$ cat config.mk
export PLATFORM = sky130hd
export DESIGN_NAME = linear_diophantine_solvable_top
export DESIGN_NICKNAME = d
export VERILOG_FILES = /design/src/rtl/lds_pkg.sv /design/src/rtl/lds_ctrl.sv /design/src/rtl/lds_dpath.sv /design/src/rtl/linear_diophantine_solvable_top.sv
export SDC_FILE = /design/constraint.sdc
export NUM_CORES = 1
export LEC_CHECK = 0
export BUFFER_PORTS_ARGS = -buffer_cell sky130_fd_sc_hd__buf_2
export CELL_PAD_IN_SITES_DETAIL_PLACEMENT = 1
export CELL_PAD_IN_SITES_GLOBAL_PLACEMENT = 2
export CORE_ASPECT_RATIO = 1.25
export CORE_MARGIN = 5
export CORE_UTILIZATION = 43
export CTS_BUF_LIST = sky130_fd_sc_hd__clkbuf_4 sky130_fd_sc_hd__clkbuf_8
export DETAILED_ROUTE_END_ITERATION = 8
export GPL_TIMING_DRIVEN = 0
export PLACE_DENSITY = 0.93
export SYNTH_ARGS = -nofsm -noshare
export SYNTH_HDL_FRONTEND = slang
export SYNTH_SLANG_ARGS = --single-unit
$ cat constraint.sdc
create_clock -name i_clk -period 14.45 [get_ports i_clk]
set_input_delay 0.7225 -clock i_clk [delete_from_list [all_inputs] [get_ports i_clk]]
set_output_delay 0.7225 -clock i_clk [all_outputs]
set_load 0.05 [all_outputs]
$ cat src/rtl/lds_pkg.sv
package lds_pkg;

    // Operand width of the coefficients, the target and the divisor.
    localparam int unsigned WIDTH = 32;
    // Shift count and bit index: both stay below WIDTH.
    localparam int unsigned CNT_W = $clog2(WIDTH);

    typedef struct packed {
        logic [WIDTH-1:0] coef_a;
        logic [WIDTH-1:0] coef_b;
        logic [WIDTH-1:0] target_c;
    } t_in_word;

    typedef struct packed {
        logic             solvable;
        logic [WIDTH-1:0] common_divisor;
    } t_out_word;

    typedef enum logic [1:0] {
        ST_IDLE,
        ST_GCD,
        ST_DIV,
        ST_FIN
    } t_state;

    // Commands from the controller to the datapath.
    typedef struct packed {
        logic load;
        logic gcd_step;
        logic start_div;
        logic div_step;
        logic out_load;
    } t_cmd;

    // Status from the datapath to the controller.
    typedef struct packed {
        logic gcd_done;
        logic gcd_zero;
        logic g_zero;
        logic div_last;
    } t_sts;

endpackage

$ cat src/rtl/lds_ctrl.sv
module lds_ctrl (
    input  logic          i_clk,
    input  logic          i_rst_n,
    input  logic          i_in_valid,
    output logic          o_in_stall,
    output logic          o_out_valid,
    input  logic          i_out_stall,
    input  lds_pkg::t_sts i_sts,
    output lds_pkg::t_cmd o_cmd
);

    lds_pkg::t_state r_state;
    lds_pkg::t_state n_state;
    logic            r_out_valid;
    logic            slot_free;

    // The output register may be written when it is empty or being taken now.
    assign slot_free = !r_out_valid || !i_out_stall;

    always_comb begin
        n_state = r_state;
        case (r_state)
            lds_pkg::ST_IDLE: begin
                if (i_in_valid) n_state = lds_pkg::ST_GCD;
            end
            lds_pkg::ST_GCD: begin
                if (i_sts.gcd_done) begin
                    n_state = i_sts.gcd_zero ? lds_pkg::ST_FIN : lds_pkg::ST_DIV;
                end
            end
            lds_pkg::ST_DIV: begin
                if (i_sts.div_last) n_state = lds_pkg::ST_FIN;
            end
            lds_pkg::ST_FIN: begin
                if (slot_free) n_state = lds_pkg::ST_IDLE;
            end
            default: n_state = lds_pkg::ST_IDLE;
        endcase
    end

    always_comb begin
        o_cmd      = '0;
        o_in_stall = 1'b1;
        case (r_state)
            lds_pkg::ST_IDLE: begin
                o_in_stall = 1'b0;
                o_cmd.load = i_in_valid;
            end
            lds_pkg::ST_GCD: begin
                o_cmd.gcd_step  = !i_sts.gcd_done;
                o_cmd.start_div = i_sts.gcd_done;
            end
            lds_pkg::ST_DIV: begin
                o_cmd.div_step = 1'b1;
            end
            lds_pkg::ST_FIN: begin
                o_cmd.out_load = slot_free;
            end
            default: begin
                o_cmd = '0;
            end
        endcase
    end

    always_ff @(posedge i_clk) begin
        if (!i_rst_n) begin
            r_state     <= lds_pkg::ST_IDLE;
            r_out_valid <= 1'b0;
        end else begin
            r_state <= n_state;
            if (o_cmd.out_load) begin
                r_out_valid <= 1'b1;
            end else if (!i_out_stall) begin
                r_out_valid <= 1'b0;
            end
        end
    end

    assign o_out_valid = r_out_valid;

endmodule

$ cat src/rtl/lds_dpath.sv
module lds_dpath (
    input  logic              i_clk,
    input  lds_pkg::t_cmd     i_cmd,
    input  lds_pkg::t_in_word i_in_word,
    output lds_pkg::t_sts     o_sts,
    output lds_pkg::t_out_word o_out_word
);

    logic [lds_pkg::WIDTH-1:0] r_a;
    logic [lds_pkg::WIDTH-1:0] r_b;
    logic [lds_pkg::WIDTH-1:0] r_c;
    logic [lds_pkg::CNT_W-1:0] r_k;
    logic [lds_pkg::WIDTH-1:0] r_g;
    logic [lds_pkg::WIDTH-1:0] r_r;
    logic [lds_pkg::CNT_W-1:0] r_cnt;
    lds_pkg::t_out_word        r_out;

    logic [lds_pkg::WIDTH-1:0] n_r;
    logic [lds_pkg::WIDTH:0]   trial;
    logic                      ok;

    // Restoring division: bring in the next bit of the target, subtract the
    // divisor when it fits. Only the remainder is kept.
    assign trial = {r_r, r_c[r_cnt]};

    always_comb begin
        if (trial >= {1'b0, r_g}) begin
            n_r = lds_pkg::WIDTH'(trial - {1'b0, r_g});
        end else begin
            n_r = trial[lds_pkg::WIDTH-1:0];
        end
    end

    assign ok = (r_g == '0) ? (r_c == '0) : (r_r == '0);

    always_ff @(posedge i_clk) begin
        if (i_cmd.load) begin
            r_a <= i_in_word.coef_a;
            r_b <= i_in_word.coef_b;
            r_c <= i_in_word.target_c;
            r_k <= '0;
        end else if (i_cmd.gcd_step) begin
            // Binary gcd, one reduction per cycle.
            if (!r_a[0] && !r_b[0]) begin
                r_a <= r_a >> 1;
                r_b <= r_b >> 1;
                r_k <= r_k + lds_pkg::CNT_W'(1);
            end else if (!r_a[0]) begin
                r_a <= r_a >> 1;
            end else if (!r_b[0]) begin
                r_b <= r_b >> 1;
            end else if (r_a >= r_b) begin
                r_a <= r_a - r_b;
            end else begin
                r_b <= r_b - r_a;
            end
        end

        if (i_cmd.start_div) begin
            r_g   <= (r_a | r_b) << r_k;
            r_r   <= '0;
            r_cnt <= lds_pkg::CNT_W'(lds_pkg::WIDTH - 1);
        end else if (i_cmd.div_step) begin
            r_r   <= n_r;
            r_cnt <= r_cnt - lds_pkg::CNT_W'(1);
        end

        if (i_cmd.out_load) begin
            r_out.solvable       <= ok;
            r_out.common_divisor <= r_g;
        end
    end

    assign o_sts.gcd_done = (r_a == '0) || (r_b == '0);
    assign o_sts.gcd_zero = (r_a | r_b) == '0;
    assign o_sts.g_zero   = (r_g == '0);
    assign o_sts.div_last = (r_cnt == '0);
    assign o_out_word     = r_out;

endmodule

$ cat src/rtl/linear_diophantine_solvable_top.sv
// Linear Diophantine solvability test.
// A word on the input channel carries coefficients A and B and a target C.
// The block finds g = gcd(A, B) and reports whether C is a multiple of g,
// which is exactly when A*x + B*y = C has an integer solution; g is returned
// as well. When A and B are both zero, g is 0 and the answer is yes only for
// C equal to zero.
// Both channels use valid and stall; a word moves on an edge where valid is
// high and stall is low. One result word follows each input word.
// One word is processed at a time. After the accepting cycle the binary gcd
// loop makes one shift or one subtract per cycle, and then g is formed. A
// restoring division of C by g then runs bit by bit from the top of C,
// skipped when g is 0, and the output register is written as the input
// channel reopens.
// The result sits in an output register, so the next word is taken while a
// finished result still waits. If the receiver stalls past the end of the
// next item, that item waits in its final state until the register frees.
// Reset returns the controller to idle and empties the output register.
module linear_diophantine_solvable_top (
    input  logic               i_clk,
    input  logic               i_rst_n,
    input  logic               i_in_valid,
    output logic               o_in_stall,
    input  lds_pkg::t_in_word  i_in_word,
    output logic               o_out_valid,
    input  logic               i_out_stall,
    output lds_pkg::t_out_word o_out_word
);

    lds_pkg::t_cmd cmd;
    lds_pkg::t_sts sts;

    // Sequencer: load, gcd loop, division, hand-off to the output register.
    lds_ctrl u_ctrl (
        .i_clk       (i_clk),
        .i_rst_n     (i_rst_n),
        .i_in_valid  (i_in_valid),
        .o_in_stall  (o_in_stall),
        .o_out_valid (o_out_valid),
        .i_out_stall (i_out_stall),
        .i_sts       (sts),
        .o_cmd       (cmd)
    );

    // Operand registers, the gcd reduction, the divider and the result word.
    lds_dpath u_dpath (
        .i_clk      (i_clk),
        .i_cmd      (cmd),
        .i_in_word  (i_in_word),
        .o_sts      (sts),
        .o_out_word (o_out_word)
    );

`ifndef ASSERT_OFF
    // Division only runs against a non-zero divisor.
    a_div_nonzero: assert property (@(posedge i_clk) disable iff (!i_rst_n)
        cmd.div_step |-> !sts.g_zero)
        else $error("division step with zero divisor");

    // A result is never written over one that is still held by a stall.
    a_no_overwrite: assert property (@(posedge i_clk) disable iff (!i_rst_n)
        cmd.out_load |-> !(o_out_valid && i_out_stall))
        else $error("result overwritten while stalled");

    // Once a word is taken the block is busy in the next cycle.
    a_busy_after_accept: assert property (@(posedge i_clk) disable iff (!i_rst_n)
        (i_in_valid && !o_in_stall) |=> o_in_stall)
        else $error("input accepted again without processing");
`endif

endmodule
### Word-level counts from Yosys, hierarchy flattened

Cells that the tools add are included.

| word-level totals | value |
|---|---|
| register bits | 206 |
| bits of input ports | 100 |
| output and inout port bits | 35 |
| word-level logic and storage cells | 86 |

| cells by class | value |
|---|---|
| add/subtract/negate cells | 5 |
| $lt $le $gt $ge | 3 |
| eq/ne operators | 11 |
| shift-type cells | 1 |
| multiplexer cells | 29 |
| bitwise logic cells | 1 |
| reduce and logical (&&, ||, !) cells | 23 |

Operators by type and width:

| operator | number |
|---|---|
| 32-bit two-way mux | 13 |
| 32-bit logical NOT | 6 |
| 32-bit subtractor | 3 |
| 33-bit by 32-bit >= comparator with 1-bit output | 1 |
| 32-bit >= comparator | 1 |
| 32-bit bitwise OR | 1 |
| 32-bit by 5-bit << shifter with 32-bit output | 1 |
| 4-bit inequality test (second input constant) | 3 |
| 2-bit two-way mux | 5 |
| 1-bit two-way mux | 9 |
| 2-bit case mux with 4 select lines | 1 |
| 5-bit by 6-bit < comparator with 1-bit output (second input constant) | 1 |
| 2-bit by 1-bit inequality test with 1-bit output (second input constant) | 3 |
| 3-bit AND reduction | 2 |
| 5-bit by 1-bit adder with 5-bit output (second input constant) | 1 |
| 1-bit binary-select mux with 5-bit select | 1 |
| 1-bit logical NOT | 5 |
| 5-bit logical NOT | 1 |
| 5-bit by 1-bit subtractor with 5-bit output (second input constant) | 1 |
| 2-bit equality test (second input constant) | 2 |
| 2-bit inequality test (second input constant) | 2 |
| 2-bit AND reduction | 2 |
| 4-bit AND reduction | 1 |
| 3-bit nonzero test | 1 |
| other kinds (5) | 6 |

### Longest topological paths before layout

| logic depth | value |
|---|---|
| depth after elaboration | 7 |
| depth in mapped cells | 16 |

### Cells and area by module

Synthesis repeated with hierarchy kept, for this count alone.

| second synthesis, totals | value |
|---|---|
| cells, all modules | 1835 |
| area, all modules | 16457.0 µm² |

Modules (own cells, without submodules):

| module | instances | cells an instance | area an instance (µm²) |
|---|---|---|---|
| lds_dpath | 1 | 1807 | 16173.0 |
| lds_ctrl | 1 | 28 | 284.0 |

### Least setup slack after synthesis

OpenSTA, ideal clock, no wires.

| timing | value |
|---|---|
| kind | register to register |
| from | register u_dpath.r_b[15] (netlist name) |
| to | register u_dpath.r_a[10] (netlist name) (enable) |
| arrival | 4.440 ns |
| data required time | 13.988 ns |
| slack | 9.547 ns |
| stages on the path, launching flop included | 10 |
| cell sequence | edfxtp_1 > inv_1 > ha_1 > or4_1 > nor3_1 > a211o_1 > o211ai_1 > nand3_1 > a21oi_1 > o21ai_0 |

| between the ends | value |
|---|---|
| word-level cells in the longest chain between the ends | 6 |

Ends and longest elaborated chain:

| element | line | source |
|---|---|---|
| from (decl) | lds_dpath.sv:10 | `logic [lds_pkg::WIDTH-1:0] r_b;` |
| from (signal assigned) | lds_dpath.sv:39 | `r_b <= i_in_word.coef_b;` |
| from (signal assigned) | lds_dpath.sv:46 | `r_b <= r_b >> 1;` |
| from (signal assigned) | lds_dpath.sv:51 | `r_b <= r_b >> 1;` |
| branches (longest 5 deep; another with 32-bit >= comparator) | -- |  |
| 3-bit AND reduction (no source line) * | -- |  |
| to (signal assigned) | lds_dpath.sv:38 | `r_a <= i_in_word.coef_a;` |
| to (signal assigned) | lds_dpath.sv:45 | `r_a <= r_a >> 1;` |
| to (signal assigned) | lds_dpath.sv:49 | `r_a <= r_a >> 1;` |
| to (decl) | lds_dpath.sv:9 | `logic [lds_pkg::WIDTH-1:0] r_a;` |

Mark *: on every way between the ends.
A chain may end at the register's enable or synchronous reset.

### Final worst setup path

| timing | value |
|---|---|
| from | register u_dpath.r_cnt[0] (netlist name) |
| to | register u_dpath.r_r[28] (netlist name) |

| between the ends | value |
|---|---|
| word-level cells in the longest chain between the ends | 4 |

Ends and longest elaborated chain:

| element | line | source |
|---|---|---|
| from (decl) | lds_dpath.sv:15 | `logic [lds_pkg::CNT_W-1:0] r_cnt;` |
| from (signal assigned) | lds_dpath.sv:62 | `r_cnt <= lds_pkg::CNT_W'(lds_pkg::WIDTH - 1);` |
| from (signal assigned) | lds_dpath.sv:65 | `r_cnt <= r_cnt - lds_pkg::CNT_W'(1);` |
| 1-bit binary-select mux with 5-bit select * | lds_dpath.sv:24 | `assign trial = {r_r, r_c[r_cnt]};` |
| 1-bit two-way mux (not written as such) * | lds_dpath.sv:24 |  |
| 32-bit subtractor / 33-bit by 32-bit >= comparator with 1-bit output (equally long branches) | lds_dpath.sv:28, lds_dpath.sv:27 |  |
| 32-bit two-way mux * | lds_dpath.sv:27 | `if (trial >= {1'b0, r_g}) begin` |
| to (signal assigned) | lds_dpath.sv:64 | `r_r <= n_r;` |
| to (decl) | lds_dpath.sv:14 | `logic [lds_pkg::WIDTH-1:0] r_r;` |

Mark *: on every way between the ends. The rest lies on a longest branch, timed or not. The select of a mux whose other input is x is not followed.

==> results.py <==
metrics = {
    "worst_setup_path": {
        "crit_path_start_kind": "flop",
        "crit_required_ns": 14.90,
        "cpLargestDelayFamily": "compound AO/OA/AOI/OAI gates",
        "r2r.worst_path.cells": 16,
        "cp_slowest_cell": "a2111oi_0",
        "worstPathMaxFanout": 10,
        "cp.depth": 16,
        "critPathLaunch": "u_dpath.r_cnt[0]",
        "critPathArrivalTime_ns": 6.35,
        "r2r-start": "u_dpath.r_cnt[0]",
        "crit_path_cell_trace": "buf_1, mux4_2, mux4_2, mux2i_1, ha_1, inv_1, fa_1, a21o_1, a21oi_1, o21ai_0, a21oi_1, o21ai_0, a2111oi_0, xnor2_1, mux2i_1, a211oi_1",
        "r2r_end": "u_dpath.r_r[28]",
        "slowest_delay_ns": 0.68,
        "cp-end-kind": "flop",
        "rrSetupSlack_ns": 8.55,
        "path_class": "reg -> reg",
        "cp_num_buf_inv": 2,
        "cp-endpoint": "u_dpath.r_r[28]",
    },
    "cts": {
        "clock_sink_count": 206,
        "numCtsBuffers": 38,
        "cts_tree": "yes",
        "hold_buffers": 0,
        "root_buffer": "clkbuf_8",
        "cts_max_path_buffers": 3,
        "clock_latency_ns": 0.60,
        "cts_resized": 0,
        "clk_pin_slew_ns": 0.07,
        "h-tree-depth": 2,
        "post_cts_buffers": 0,
    },
    "logic_synthesis": {
        "yosysMostFrequentCell": "nor2_1",
        "ys_types": 81,
        "avgSynthCellArea_um2": 9.10,
        "synthesis.area_um2": 16400,
        "synth-edff-count": 161,
        "synth_flop_cell": "edfxtp_1",
        "ys_top_cells_by_count": "181 x nor2_1, 161 x edfxtp_1, 157 x inv_1, 134 x a21oi_1, 134 x ha_1",
        "yosysWarningCount": 0,
        "synth-async-reset-ratio_pct": 0,
        "synthesis.nets": 2040,
        "synth_cells": 1803,
        "synth-seq-cells": 206,
        "synth_top_area_share_pct": 29.5,
        "yosysSeqAreaShare_pct": 34.9,
        "synth_top_area_cell": "edfxtp_1",
        "ys_top_cells_by_area": "edfxtp_1 29%, ha_1 10%, dfxtp_1 5.5%, nor2_1 4.1%, a21oi_1 4.1%",
    },
    "routing": {
        "first_pass_iters": 5,
        "remaining_drc_errors": 0,
        "vias_per_cell": 6.08,
        "ant_nets": 0,
        "wl_um": 63600,
        "vias": 15200,
        "routed.top_layer": "met4",
        "initialDrtViolationCount": 905,
        "met1_length_um": 22900,
        "wl_per_cell_um": 25.5,
        "met2_length_um": 33600,
        "dr_wl_met3_um": 2380,
    },
    "finish": {
        "fin_util_pct": 49.0,
        "area_growth_pct": 13.3,
        "layoutNonFillerInstCount": 2498,
        "fin_nets": 2217,
        "num-fill-cells": 4454,
        "drive_gt1_share_pct": 14.1,
    },
    "place": {
        "dp_hpwl_um": 51500,
        "portBuffers": 134,
        "place_congestion": 0.976,
        "place_inst": 2432,
    },
    "global_route": {
        "grt_pass1_wl_um": 96000,
        "grt_overflow_total": 0,
        "grt_start_max_net_pins": 42,
        "antenna_found_initial": 1,
        "track_usage_pct": 29.4,
        "grt_pass1_vias": 16200,
    },
    "sta": {
        "finalCritPeriodShare_pct": 40.9,
        "fin_setup_tns_ns": 0,
        "slew_violations": 0,
        "tightest_slew_ns": 1.33,
        "holdWs_ns": 0.304,
        "setup_viol": 0,
        "skew_ns": 0.0543,
        "min_period_ns": 5.90,
        "rsz0062_at_grt": "no",
        "finalHoldViolations": 0,
        "relSlewSlack_pct": 10.8,
        "max_freq_mhz": 169,
    },
    "min_path": {
        "hold_class": "in -> reg",
    },
    "die": {
        "die_y_um": 228,
        "start_util_pct": 43.3,
        "die_x_um": 185,
        "coreArea_um2": 37900,
        "row_count": 80,
        "pin_count": 135,
        "die-area_um2": 42200,
    },
    "status": {
        "outcome": "completed",
    },
    "job": {
        "drv_cap": 0,
    },
}
worst min-delay path by stage:
| stage | start | slack [ns] | end | cells past startpoint |
|---|---|---|---|---|
| final | i_in_word[14] | 0.30 | u_dpath.r_c[14] | 1 |
| after global placement | u_dpath.r_g[27] | 0.48 | u_dpath.o_out_word[27] | 0 |
| after floorplan | u_dpath.r_g[16] | 0.45 | u_dpath.o_out_word[16] | 0 |
| after global routing | i_in_word[18] | 0.28 | u_dpath.r_c[18] | 1 |
| after CTS | i_in_word[18] | 0.27 | u_dpath.r_c[18] | 1 |
| after detailed placement | u_dpath.r_g[28] | 0.51 | u_dpath.o_out_word[28] | 0 |
kinds of logic (layout without fill, tap and decap cells):
| kind of cell | count (synthesis) | after routing | share of synthesized area (%) |
|---|---|---|---|
| AOI/OAI and AO/OA | 505 | 505 | 20.7 |
| xor gates and xnor gates | 86 | 86 | 4.59 |
| adders and majority gates | 137 | 137 | 10.6 |
| buffers and inverters | 257 | 459 | 6.17 |
| DFF | 206 | 206 | 34.9 |
| muxes | 95 | 95 | 7.75 |
| other | 0 | 1 | 0 |
| and+or+nand+nor | 517 | 517 | 15.2 |
metrics by stage:
step | cell area [µm²] | setup slack [ns]
6_report | 18600 | 8.55
5_1_grt | 18600 | 8.14
4_1_cts | 18600 | 8.46
3_5_place_dp | 17800 | 8.55
3_3_place_gp | 17700 | 6.54
2_1_floorplan | 16400 | 9.55
per-layer routing:
metal / global-route usage [%] / vias to the layer above
met4: 17.9 / 0
met5: 0 / -
met1: 31.1 / 7500
met3: 3.31 / 183
met2: 54.9 / 479
li1: - / 7022
placed cells by master (no fill, tap or decap), drive strengths merged, types with 9 or more instances in the layout:
master,n
a211oi,42
a21o,21
a21oi,134
a221oi,12
a22oi,9
a31oi,25
buf,161
clkbuf,117
clkinv,15
dfxtp,45
edfxtp,161
ha,134
inv,161
mux2,17
mux2i,54
mux4,24
nand2,106
nand2b,10
nand3,36
nand4,33
nor2,182
nor2b,22
nor3,27
nor4,55
o211ai,16
o21a,34
o21ai,75
o21bai,30
o221ai,27
o22ai,10
o31ai,15
xnor2,73
xor2,13
final cells by class:
type | count | area [µm²] | share of cell area, %
clock buffer | 44 | 568 | 3.06
inverter | 160 | 601 | 3.23
tap | 492 | 616 | 3.31
clock inverter | 21 | 235 | 1.27
multi-input combinational | 1340 | 9690 | 52.1
timing repair buffer | 137 | 731 | 3.93
antenna | 1 | 2.50 | 0.0135
buffer | 97 | 414 | 2.23
sequential | 206 | 5740 | 30.9
sequential cells by signal, indices dropped and copies added (netlist names):
signal and cells:
u_dpath.r_cnt 5, u_dpath.r_g 32, u_dpath.r_a 32, u_dpath.r_c 32, u_dpath.r_b 32, u_dpath.o_out_word 33
u_ctrl.o_out_valid 1, u_dpath.r_k 5, u_ctrl.r_state 2, u_dpath.r_r 32
Power is not shown: default switching activity piles up to over one toggle a cycle in this logic, so the estimate is an artifact.
